==> src/rtl/ecsl_pkg.sv <==
// ----------------------------------------------------------------------------
// ecsl_pkg: shared types and constants for the slice locator
// Status codes, widths and the controller/datapath command and status structs.
// ----------------------------------------------------------------------------
package ecsl_pkg;

    localparam int MAX_CHUNKS_DEF = 16;
    localparam int MAX_PIECES_DEF = 64;

    localparam int IN_TDATA_W  = 136;  // 133 bits of fields, padded to bytes
    localparam int OUT_TDATA_W = 112;  // 109 bits of fields, padded to bytes

    localparam int CFG_IDX_W  = 1;
    localparam int CFG_DATA_W = 7;

    typedef enum logic [CFG_IDX_W-1:0] {
        CFG_DATA_FRAGMENTS = 1'b0,
        CFG_CHUNKS_IN_USE  = 1'b1
    } t_cfg_idx;

    typedef enum logic [1:0] {
        ST_OK       = 2'd0,
        ST_PAST_END = 2'd1,
        ST_ZERO_FRG = 2'd2,
        ST_CAP      = 2'd3
    } t_status;

    // Controller to datapath commands.
    typedef struct packed {
        logic start;      // capture item and chunk count, clear slice position and piece count
        logic walk_init;  // restart chunk walk from entry 0
        logic walk_step;  // consume table read data, advance
        logic div1_start; // csize / k
        logic div2_start; // pin_chunk / flen
        logic emit;       // load output register with piece or error
        logic advance;    // move offset by piece length
    } t_cmd;

    // Datapath to controller status.
    typedef struct packed {
        logic remaining_zero;
        logic walk_found;
        logic walk_end;
        logic div_busy;
        logic flen_zero;
        logic last_emitted;  // emitted result closes the item
        logic out_busy;      // output register still holds a result
    } t_sts;

endpackage

==> src/rtl/ecsl_ram.sv <==
// ----------------------------------------------------------------------------
// ecsl_ram: generic single-port-write, registered-read RAM
// One write and one read address per cycle.
// ----------------------------------------------------------------------------
module ecsl_ram #(
    parameter int WIDTH = 32,
    parameter int DEPTH = 16
) (
    input  logic                     i_clk,
    input  logic                     i_we,
    input  logic [$clog2(DEPTH)-1:0] i_waddr,
    input  logic [WIDTH-1:0]         i_wdata,
    input  logic [$clog2(DEPTH)-1:0] i_raddr,
    output logic [WIDTH-1:0]         o_rdata
);
    logic [WIDTH-1:0] r_mem [DEPTH];
    logic [WIDTH-1:0] r_rdata;

    always_ff @(posedge i_clk) begin
        if (i_we) begin
            r_mem[i_waddr] <= i_wdata;
        end
        r_rdata <= r_mem[i_raddr];
    end

    assign o_rdata = r_rdata;
endmodule

==> src/rtl/ecsl_div.sv <==
// ----------------------------------------------------------------------------
// ecsl_div: radix-2 restoring divider, 32-bit dividend
// One quotient bit per cycle; quotient and remainder held until next start.
// ----------------------------------------------------------------------------
module ecsl_div (
    input  logic        i_clk,
    input  logic        i_rst_n,
    input  logic        i_start,
    input  logic [31:0] i_dividend,
    input  logic [31:0] i_divisor,
    output logic        o_busy,
    output logic [31:0] o_quot,
    output logic [31:0] o_rem
);
    logic [31:0] r_quot, r_rem, r_dvs;
    logic [5:0]  r_cnt;
    logic        r_busy;
    logic [32:0] w_trial;

    assign w_trial = {r_rem, r_quot[31]} - {1'b0, r_dvs};

    // Shift-subtract iteration.
    always_ff @(posedge i_clk) begin
        if (!i_rst_n) begin
            r_busy <= 1'b0;
            r_cnt  <= '0;
        end else if (i_start) begin
            r_busy <= 1'b1;
            r_cnt  <= 6'd32;
            r_quot <= i_dividend;
            r_rem  <= '0;
            r_dvs  <= i_divisor;
        end else if (r_busy) begin
            if (!w_trial[32]) begin
                r_rem <= w_trial[31:0];
                r_quot <= {r_quot[30:0], 1'b1};
            end else begin
                r_rem <= {r_rem[30:0], r_quot[31]};
                r_quot <= {r_quot[30:0], 1'b0};
            end
            r_cnt <= r_cnt - 6'd1;
            if (r_cnt == 6'd1) begin
                r_busy <= 1'b0;
            end
        end
    end

    assign o_busy = r_busy;
    assign o_quot = r_quot;
    assign o_rem  = r_rem;
endmodule

==> src/rtl/ecsl_datapath.sv <==
// ----------------------------------------------------------------------------
// ecsl_datapath: chunk table, walk registers, shared divider, output register
// Executes controller commands one step at a time.
// ----------------------------------------------------------------------------
module ecsl_datapath #(
    parameter int MAX_CHUNKS = 16,
    parameter int MAX_PIECES = 64
) (
    input  logic                        i_clk,
    input  logic                        i_rst_n,
    input  ecsl_pkg::t_cmd              i_cmd,
    output ecsl_pkg::t_sts              o_sts,
    input  logic                        i_load_we,
    input  logic [3:0]                  i_load_slot,
    input  logic [31:0]                 i_load_bytes,
    input  logic [63:0]                 i_offset,
    input  logic [31:0]                 i_length,
    input  logic [6:0]                  i_k,
    input  logic [4:0]                  i_chunks,
    output logic                        o_valid,
    input  logic                        i_ready,
    output logic [ecsl_pkg::OUT_TDATA_W-1:0] o_data,
    output logic                        o_last
);
    import ecsl_pkg::*;

    localparam int AW = (MAX_CHUNKS > 1) ? $clog2(MAX_CHUNKS) : 1;
    localparam int CW = $clog2(MAX_CHUNKS + 1);
    localparam int PW = $clog2(MAX_PIECES + 1);

    // Which division the shared divider is running.
    typedef enum logic [1:0] {
        DIV_IDLE,
        DIV_FLEN,
        DIV_FRAG
    } t_div_sel;

    logic [63:0] r_pos, r_base;
    logic [31:0] r_rem_len, r_spos, r_csize, r_flen, r_plen;
    logic [CW-1:0] r_ci, r_used;
    logic [3:0]  r_hit_ci;
    logic [PW-1:0] r_count;
    logic        r_found;
    t_div_sel    r_div_sel;
    logic        r_ovalid;
    logic [OUT_TDATA_W-1:0] r_odata;
    logic        r_olast;

    logic [31:0] w_rdata, w_quot, w_qrem, w_avail, w_plen, w_div_a, w_div_b;
    logic        w_div_busy, w_div_start;
    logic [AW-1:0] w_raddr, w_waddr;
    logic        w_we;
    logic [64:0] w_end;
    t_status     w_status;
    logic        w_cap;

    // Table write: slot beyond the table is dropped.
    assign w_we    = i_load_we && ({28'd0, i_load_slot} < 32'(MAX_CHUNKS));
    assign w_waddr = AW'(i_load_slot);
    assign w_raddr = r_ci[AW-1:0];

    ecsl_ram #(.WIDTH(32), .DEPTH(MAX_CHUNKS)) u_table (
        .i_clk(i_clk), .i_we(w_we), .i_waddr(w_waddr), .i_wdata(i_load_bytes),
        .i_raddr(w_raddr), .o_rdata(w_rdata)
    );

    // Divider shared by both divisions.
    assign w_div_start = i_cmd.div1_start | i_cmd.div2_start;
    assign w_div_a = i_cmd.div1_start ? r_csize : 32'(r_pos - r_base);
    assign w_div_b = i_cmd.div1_start ? {25'd0, i_k} : r_flen;

    ecsl_div u_div (
        .i_clk(i_clk), .i_rst_n(i_rst_n), .i_start(w_div_start),
        .i_dividend(w_div_a), .i_divisor(w_div_b),
        .o_busy(w_div_busy), .o_quot(w_quot), .o_rem(w_qrem)
    );

    assign w_end   = {1'b0, r_base} + {33'd0, w_rdata};
    assign w_avail = r_flen - w_qrem;
    assign w_plen  = (r_rem_len < w_avail) ? r_rem_len : w_avail;
    assign w_cap   = (r_count == PW'(MAX_PIECES - 1)) && (w_plen < r_rem_len);

    always_comb begin
        priority if (!r_found)   w_status = ST_PAST_END;
        else if (r_flen == '0)   w_status = ST_ZERO_FRG;
        else if (w_cap)          w_status = ST_CAP;
        else                     w_status = ST_OK;
    end

    // Walk, division and piece registers.
    always_ff @(posedge i_clk) begin
        if (!i_rst_n) begin
            r_ovalid  <= 1'b0;
            r_count   <= '0;
            r_found   <= 1'b0;
            r_div_sel <= DIV_IDLE;
        end else begin
            if (o_valid && i_ready) begin
                r_ovalid <= 1'b0;
            end
            if (i_cmd.start) begin
                r_pos     <= i_offset;
                r_rem_len <= i_length;
                r_spos    <= '0;
                r_count   <= '0;
                r_used    <= ({27'd0, i_chunks} > 32'(MAX_CHUNKS)) ?
                             CW'(MAX_CHUNKS) : CW'(i_chunks);
            end
            if (i_cmd.walk_init) begin
                r_ci    <= '0;
                r_base  <= '0;
                r_found <= 1'b0;
            end
            if (i_cmd.walk_step) begin
                if (w_end > {1'b0, r_pos}) begin
                    r_found  <= 1'b1;
                    r_csize  <= w_rdata;
                    r_hit_ci <= 4'(r_ci);
                end else begin
                    r_base <= w_end[63:0];
                    r_ci   <= r_ci + CW'(1);
                end
            end
            if (w_div_start) begin
                r_div_sel <= i_cmd.div1_start ? DIV_FLEN : DIV_FRAG;
            end
            // Once the divider has dropped busy, a csize / k result is registered into r_flen.
            if (r_div_sel != DIV_IDLE && !w_div_busy && !w_div_start) begin
                if (r_div_sel == DIV_FLEN) begin
                    r_flen <= (i_k == '0) ? '0 : w_quot;
                end
                r_div_sel <= DIV_IDLE;
            end
            if (i_cmd.emit) begin
                r_ovalid <= 1'b1;
                r_plen   <= w_plen;
                r_olast  <= (w_status != ST_OK) || (w_plen == r_rem_len);
                if (w_status == ST_OK) begin
                    r_odata <= {3'd0, w_status, r_spos, w_plen, w_qrem,
                                w_quot[6:0], r_hit_ci};
                end else begin
                    r_odata <= {3'd0, w_status, r_spos, 32'd0, 32'd0, 7'd0, 4'd0};
                end
                r_count  <= r_count + PW'(1);
            end
            if (i_cmd.advance) begin
                r_rem_len <= r_rem_len - r_plen;
                r_pos     <= r_pos + {32'd0, r_plen};
                r_spos    <= r_spos + r_plen;
            end
        end
    end

    // Chunk size zero ends never match; walk end is a count compare.
    assign o_sts.remaining_zero = (r_rem_len == '0);
    assign o_sts.walk_found     = (w_end > {1'b0, r_pos});
    assign o_sts.walk_end       = (r_ci >= r_used);
    assign o_sts.div_busy       = w_div_busy || (r_div_sel != DIV_IDLE);
    assign o_sts.flen_zero      = (r_flen == '0);
    assign o_sts.last_emitted   = r_olast;
    assign o_sts.out_busy       = r_ovalid;

    assign o_valid = r_ovalid;
    assign o_data  = r_odata;
    assign o_last  = r_olast;
endmodule

==> src/rtl/ecsl_ctrl.sv <==
// ----------------------------------------------------------------------------
// ecsl_ctrl: sequencer for load and resolve items
// Steps walk, divisions, emit and advance for each piece.
// ----------------------------------------------------------------------------
module ecsl_ctrl (
    input  logic           i_clk,
    input  logic           i_rst_n,
    input  logic           i_in_valid,
    input  logic           i_func,
    output logic           o_in_ready,
    output logic           o_load_we,
    output ecsl_pkg::t_cmd o_cmd,
    input  ecsl_pkg::t_sts i_sts
);
    import ecsl_pkg::*;

    typedef enum logic [3:0] {
        S_IDLE, S_CHECK, S_WALK_RD, S_WALK, S_DIV1, S_DIV1_W, S_DIV2, S_DIV2_W,
        S_EMIT, S_WAIT_OUT, S_ERR
    } t_state;

    t_state r_state, n_state;
    t_cmd   w_cmd;
    logic   w_acc;

    assign o_in_ready = (r_state == S_IDLE) && !i_sts.out_busy;
    assign w_acc      = i_in_valid && o_in_ready;
    assign o_load_we  = w_acc && !i_func;

    always_comb begin
        n_state = r_state;
        w_cmd   = '0;
        unique case (r_state)
            S_IDLE: begin
                if (w_acc && i_func) begin
                    w_cmd.start = 1'b1;
                    n_state = S_CHECK;
                end
            end
            S_CHECK: begin
                if (i_sts.remaining_zero) begin
                    n_state = S_IDLE;
                end else begin
                    w_cmd.walk_init = 1'b1;
                    n_state = S_WALK_RD;
                end
            end
            S_WALK_RD: begin
                // Entry r_ci is read this cycle; stop once the used entries run out.
                if (i_sts.walk_end) begin
                    n_state = S_ERR;
                end else begin
                    n_state = S_WALK;
                end
            end
            S_WALK: begin
                // Read data of entry r_ci arrives now.
                w_cmd.walk_step = 1'b1;
                if (i_sts.walk_found) begin
                    n_state = S_DIV1;
                end else begin
                    n_state = S_WALK_RD;
                end
            end
            S_DIV1: begin
                w_cmd.div1_start = 1'b1;
                n_state = S_DIV1_W;
            end
            S_DIV1_W: begin
                if (!i_sts.div_busy) begin
                    n_state = i_sts.flen_zero ? S_ERR : S_DIV2;
                end
            end
            S_DIV2: begin
                w_cmd.div2_start = 1'b1;
                n_state = S_DIV2_W;
            end
            S_DIV2_W: begin
                if (!i_sts.div_busy && !i_sts.out_busy) begin
                    w_cmd.emit = 1'b1;
                    n_state = S_EMIT;
                end
            end
            S_EMIT: begin
                if (i_sts.last_emitted) begin
                    n_state = S_IDLE;
                end else begin
                    w_cmd.advance = 1'b1;
                    n_state = S_CHECK;
                end
            end
            S_ERR: begin
                if (!i_sts.out_busy) begin
                    w_cmd.emit = 1'b1;
                    n_state = S_WAIT_OUT;
                end
            end
            S_WAIT_OUT: n_state = S_IDLE;
            default:    n_state = S_IDLE;
        endcase
    end

    always_ff @(posedge i_clk) begin
        if (!i_rst_n) begin
            r_state <= S_IDLE;
        end else begin
            r_state <= n_state;
        end
    end

    assign o_cmd = w_cmd;
endmodule

==> src/rtl/erasure_coded_slice_locator.sv <==
// ----------------------------------------------------------------------------
// erasure_coded_slice_locator: resolves an object byte range into fragment pieces
//
//  Channel    | Dir | Payload
//  s_axis     | in  | tdata: func, chunk_slot, chunk_bytes, object_offset, slice_length
//  m_axis     | out | tdata: chunk idx .. slice_position, status; tlast: last_piece
//  cfg write  | in  | i_cfg_we / i_cfg_idx / i_cfg_data
//
// One item at a time, accepted only while idle; an empty slice emits nothing. For
// each piece a resolve walks the chunk table from entry 0, then waits on two
// divisions on the shared radix-2 divider. The input stalls until the previous
// result is taken. Reset is synchronous; the chunk table is not cleared.
// ----------------------------------------------------------------------------
module erasure_coded_slice_locator #(
    parameter int MAX_CHUNKS = ecsl_pkg::MAX_CHUNKS_DEF,
    parameter int MAX_PIECES = ecsl_pkg::MAX_PIECES_DEF
) (
    input  logic                              i_clk,
    input  logic                              i_rst_n,
    input  logic                              i_cfg_we,
    input  logic [ecsl_pkg::CFG_IDX_W-1:0]    i_cfg_idx,
    input  logic [ecsl_pkg::CFG_DATA_W-1:0]   i_cfg_data,
    input  logic                              s_axis_tvalid,
    output logic                              s_axis_tready,
    // func[0], chunk_slot[4:1], chunk_bytes[36:5], object_offset[100:37],
    // slice_length[132:101]
    input  logic [ecsl_pkg::IN_TDATA_W-1:0]   s_axis_tdata,
    output logic                              m_axis_tvalid,
    input  logic                              m_axis_tready,
    // chunk idx[3:0], frag idx[10:4], fragment_offset[42:11],
    // piece_length[74:43], slice_position[106:75], status[108:107]
    output logic [ecsl_pkg::OUT_TDATA_W-1:0]  m_axis_tdata,
    output logic                              m_axis_tlast
);
    import ecsl_pkg::*;

    logic [6:0] r_k;
    logic [4:0] r_chunks;
    t_cmd       w_cmd;
    t_sts       w_sts;
    logic       w_load_we;

    // Configuration registers.
    always_ff @(posedge i_clk) begin
        if (!i_rst_n) begin
            r_k      <= 7'd1;
            r_chunks <= 5'd1;
        end else if (i_cfg_we) begin
            unique case (t_cfg_idx'(i_cfg_idx))
                CFG_DATA_FRAGMENTS: r_k      <= i_cfg_data;
                CFG_CHUNKS_IN_USE:  r_chunks <= i_cfg_data[4:0];
                default: ;
            endcase
        end
    end

    ecsl_ctrl u_ctrl (
        .i_clk(i_clk), .i_rst_n(i_rst_n), .i_in_valid(s_axis_tvalid),
        .i_func(s_axis_tdata[0]), .o_in_ready(s_axis_tready),
        .o_load_we(w_load_we), .o_cmd(w_cmd), .i_sts(w_sts)
    );

    ecsl_datapath #(.MAX_CHUNKS(MAX_CHUNKS), .MAX_PIECES(MAX_PIECES)) u_dp (
        .i_clk(i_clk), .i_rst_n(i_rst_n), .i_cmd(w_cmd), .o_sts(w_sts),
        .i_load_we(w_load_we), .i_load_slot(s_axis_tdata[4:1]),
        .i_load_bytes(s_axis_tdata[36:5]), .i_offset(s_axis_tdata[100:37]),
        .i_length(s_axis_tdata[132:101]), .i_k(r_k), .i_chunks(r_chunks),
        .o_valid(m_axis_tvalid), .i_ready(m_axis_tready),
        .o_data(m_axis_tdata), .o_last(m_axis_tlast)
    );

    // Input is held off while a result waits.
    a_no_accept_busy: assert property (@(posedge i_clk) disable iff (!i_rst_n)
        m_axis_tvalid && !m_axis_tready |-> !s_axis_tready)
        else $error("input accepted while result pending");
    // Error results always close the item.
    a_err_last: assert property (@(posedge i_clk) disable iff (!i_rst_n)
        m_axis_tvalid && (t_status'(m_axis_tdata[108:107]) != ST_OK) |-> m_axis_tlast)
        else $error("error result without last");
    // Error results carry no piece length.
    a_err_len: assert property (@(posedge i_clk) disable iff (!i_rst_n)
        m_axis_tvalid && (t_status'(m_axis_tdata[108:107]) != ST_OK)
        |-> m_axis_tdata[74:43] == '0)
        else $error("error result with nonzero length");
endmodule
==> config.mk <==
export PLATFORM = sky130hd
export DESIGN_NAME = erasure_coded_slice_locator
export DESIGN_NICKNAME = d
export VERILOG_FILES = /design/src/rtl/ecsl_pkg.sv /design/src/rtl/ecsl_ram.sv /design/src/rtl/ecsl_div.sv /design/src/rtl/ecsl_datapath.sv /design/src/rtl/ecsl_ctrl.sv /design/src/rtl/erasure_coded_slice_locator.sv
export SDC_FILE = /design/constraint.sdc
export NUM_CORES = 2
export LEC_CHECK = 0
export BUFFER_PORTS_ARGS = -buffer_cell sky130_fd_sc_hd__buf_2
export CORE_MARGIN = 1
export CORE_UTILIZATION = 30
export DETAILED_ROUTE_END_ITERATION = 16
export PLACE_DENSITY = 0.43
export SYNTH_ARGS = -nofsm -noshare
export SYNTH_HDL_FRONTEND = slang
export SYNTH_SLANG_ARGS = --single-unit
==> constraint.sdc <==
create_clock -name i_clk -period 13.2 [get_ports i_clk]
set_input_delay 2.64 -clock i_clk [delete_from_list [all_inputs] [get_ports i_clk]]
set_output_delay 2.64 -clock i_clk [all_outputs]
set_load 0.02 [all_outputs]
==> flow_metrics.py <==
metrics = {
    "status": {
        "run_status": "completed",
    },
    "final_layout": {
        "mostFrequentLayoutCells": "1020 x edfxtp_1, 356 x ha_1, 347 x nand2_1",
        "final.fill_count": 18800,
        "design.final.nets": 5428,
        "layout_commonest_cell": "edfxtp_1",
        "post-route-util_pct": 34.8,
        "synthesis_to_layout_area_growth_pct": 15.2,
        "drive_gt1_share_pct": 14.9,
    },
    "route": {
        "routed_wl_um": 169000,
        "remaining_drc_errors": 0,
        "route.vias.total": 37600,
        "drtIter0Drc": 2506,
        "detail_route.vias_per_cell": 4.99,
        "drt_first_pass_iters": 7,
        "final_antenna_net_count": 0,
        "route.detailed.wl_per_inst_um": 22.4,
    },
    "synthesis": {
        "seq_area_frac_synth_pct": 55.7,
        "synth-main-ff-cell": "edfxtp_1",
        "synth.mux.area_fraction_pct": 7.39,
        "synthSimpleGateAreaFrac_pct": 10.3,
        "dominant_combinational_cell_family_by_area_after_synthesis": "compound AO/OA/AOI/OAI gates",
        "synth_xor_area_share_pct": 3.73,
        "count_of_different_cell_masters_after_synthesis": 90,
        "synth.avg_cell_area_um2": 12.4,
        "synthAdderAreaFrac_pct": 8.01,
        "ffs_w_async_s_r_synth_pct": 0,
        "synth_warnings": 0,
        "synth.ff_latch_count": 1086,
        "synth-edff-count": 1020,
        "syn-instance-count": 4637,
        "synth_compound_area_share_pct": 11.6,
        "netlist_area_before_placement_um2": 57300,
    },
    "timing": {
        "setup_tns_ns": 0,
        "fin_ws_ns": 4.23,
        "final.min_clock_period_ns": 8.97,
        "grt_setup_unrepaired": "false",
        "final_hold_viol_count": 0,
        "slew_limit_fails": 0,
        "finalClockSkew_ns": 0.0423,
        "setup_viol": 0,
        "post_route_clock_period_utilization_pct": 67.9,
        "worst_slew_margin_rel_pct": 26.4,
        "timing.fmax_mhz": 112,
        "timing_worst_slew_pin_value_ns": 1.10,
    },
    "cts": {
        "cts_inserted_buffers": 135,
        "post-cts-setup-buffer-count": 0,
        "clk_transition_reported_paths_ns": 0.05,
        "number_of_instances_resized_during_post_cts_repair": 0,
        "cts_hold_buf": 0,
        "cts.sinks": 1086,
        "clk_root_buffer_cell": "clkbuf_16",
        "cts_tree": "yes",
        "cts_buffer_depth": 3,
        "clock_tree.htree_level_count": 4,
        "worstSkewPairLatency_ns": 0.79,
    },
    "floorplan": {
        "die_h_um": 439,
        "die_area_um2": 193000,
        "initial_core_utilization_pct": 30.2,
        "floorplan.io_pins": 264,
        "fp.dieW_um": 439,
        "core_area_um2": 190000,
        "floorplan.rows": 160,
    },
    "worst_hold_path": {
        "hold_crit_path_type": "flop to flop",
    },
    "pwr": {
        "power-per-cell-area_nw_per_um2": 132,
        "ir_drop_mv": 0.0920,
        "leakage_power_summed_over_all_cells_nw": 24.9,
    },
    "placement": {
        "dpl_worst_slack_ns": 4.26,
        "routabilityCongestion": 0.852,
        "io_buffer_count": 257,
        "post-dp-hpwl_um": 118000,
    },
    "critical_path": {
        "worst-endpoint-arrival_ns": 9.46,
        "crit_fanout": 40,
        "worst_path_most_repeated_cell": "o21ai_0",
        "critical_path.slowest_cell": "nor4_1",
        "worstSetupPathType": "flop to flop",
        "critical_path_required_ns": 13.69,
        "setup_crit_end_kind": "flop",
        "cp_slowest_stage_delay_ns": 0.71,
        "type_of_origin_of_the_critical_path": "flop",
    },
    "global_route": {
        "global_route.usage.total_pct": 17.3,
        "initial_antenna_violation_count": 22,
        "grt_pass1_vias": 37800,
        "grt_start_max_net_pins": 152,
        "grt_pass1_wl_um": 249000,
        "grt_remaining_overflow": 0,
    },
    "flow_run": {
        "max_cap_violations": 0,
    },
}
==> cells in the mapped netlist (89+ instances only) <==
| cell | instances | area [um^2] |
|---|---|---|
| inv_1 | 306 | 1150 |
| nor2_1 | 256 | 961 |
| nand3_1 | 89 | 445 |
| clkbuf_1 | 121 | 454 |
| a21o_1 | 139 | 1040 |
| edfxtp_1 | 1020 | 30600 |
| nand2_1 | 347 | 1300 |
| a21oi_1 | 268 | 1340 |
| o21ai_0 | 293 | 1470 |
| mux4_2 | 160 | 3600 |
| xnor2_1 | 159 | 1390 |
| ha_1 | 356 | 4450 |
==> routing by layer <==
metal	GRT usage [%]	part of all wire (%)	vias to the layer above
met3	2.78	3.7	237
met4	5.09	2.6	22
met5	0	0.089	-
met2	29.1	48	674
met1	22.9	46	18600
li1	-	-	18100
==> kinds of logic after synthesis <==
group           count (synthesis)
flops                        1086
compound gates               1044
mux                           221
fa+ha+maj                     363
buf+inv                       474
xor+xnor                      244
simple gates                 1204
other cells                     1
==> path summary, 6_finish.rpt <==
path	start	endpoint	slack [ns]	depth (start not counted)
setup / recovery	u_dp.r_flen[4]	u_dp.o_data[73]	4.23	27
hold / removal	u_dp.r_count[5]	u_dp.r_count[5]	0.46	1
setup reg to reg	u_dp.r_flen[4]	u_dp.o_data[73]	4.23	27
hold reg to reg	u_dp.r_count[5]	u_dp.r_count[5]	0.46	1
==> cell type report <==
cell class / count / area (um^2) / area share, %
sequential: 1086 / 32000 / 48.4
multi-input combinational: 3079 / 23700 / 35.9
clock buffer: 171 / 3550 / 5.38
tap: 2511 / 3140 / 4.76
timing repair buffer: 308 / 1720 / 2.61
inverter: 306 / 1150 / 1.74
clock inverter: 75 / 832 / 1.26
antenna: 3 / 7.51 / 0.0114
==> flip-flops by register name, summed over array words and instances, names as in the netlist, 2 cells and up <==
signal and cells:
r_chunks 5, r_k 7, u_ctrl.r_state 4, u_dp.o_data 109
u_dp.r_base 64, u_dp.r_ci 5, u_dp.r_count 7, u_dp.r_csize 32
u_dp.r_div_sel 2, u_dp.r_flen 32, u_dp.r_hit_ci 4, u_dp.r_plen 32
u_dp.r_pos 64, u_dp.r_rem_len 32, u_dp.r_spos 32, u_dp.r_used 5
u_dp.u_div.o_quot 32, u_dp.u_div.o_rem 32, u_dp.u_div.r_cnt 6, u_dp.u_div.r_dvs 32
u_dp.u_table.o_rdata 32, u_dp.u_table.r_mem 512
==> per-stage QoR <==
step	cells	area [um^2]	hold slack [ns]	power, mW
global route	7537	66100	0.470	9.07
floorplan	4639	57300	0.414	4.74
finish	7539	66100	0.460	8.70
CTS	7536	66100	0.454	8.82
detailed placement	7290	61700	0.444	5.08
global placement	7290	61700	0.440	5.08
==> report_power, final <==
group / internal (mW) / switching [mW] / leakage (nW)
Sequential: 3.85 / 0.0809 / 9.84
Clock: 2.12 / 1.58 / 2.13
Combinational: 0.446 / 0.625 / 12.9
==> worst max-delay path: cells and delay by family, from the launching register on <==
| family | cells | cell delay [ns] |
|---|---|---|
| XOR/XNOR | 1 | 0.49 |
| adder cells (fa/ha/maj) | 3 | 1.06 |
| flip-flops | 1 | 0.46 |
| buffers and inverters | 2 | 0.56 |
| AO/OA/AOI/OAI | 11 | 2.71 |
| AND/OR/NAND/NOR | 10 | 3.35 |
Power figures use the tool's default switching activity.
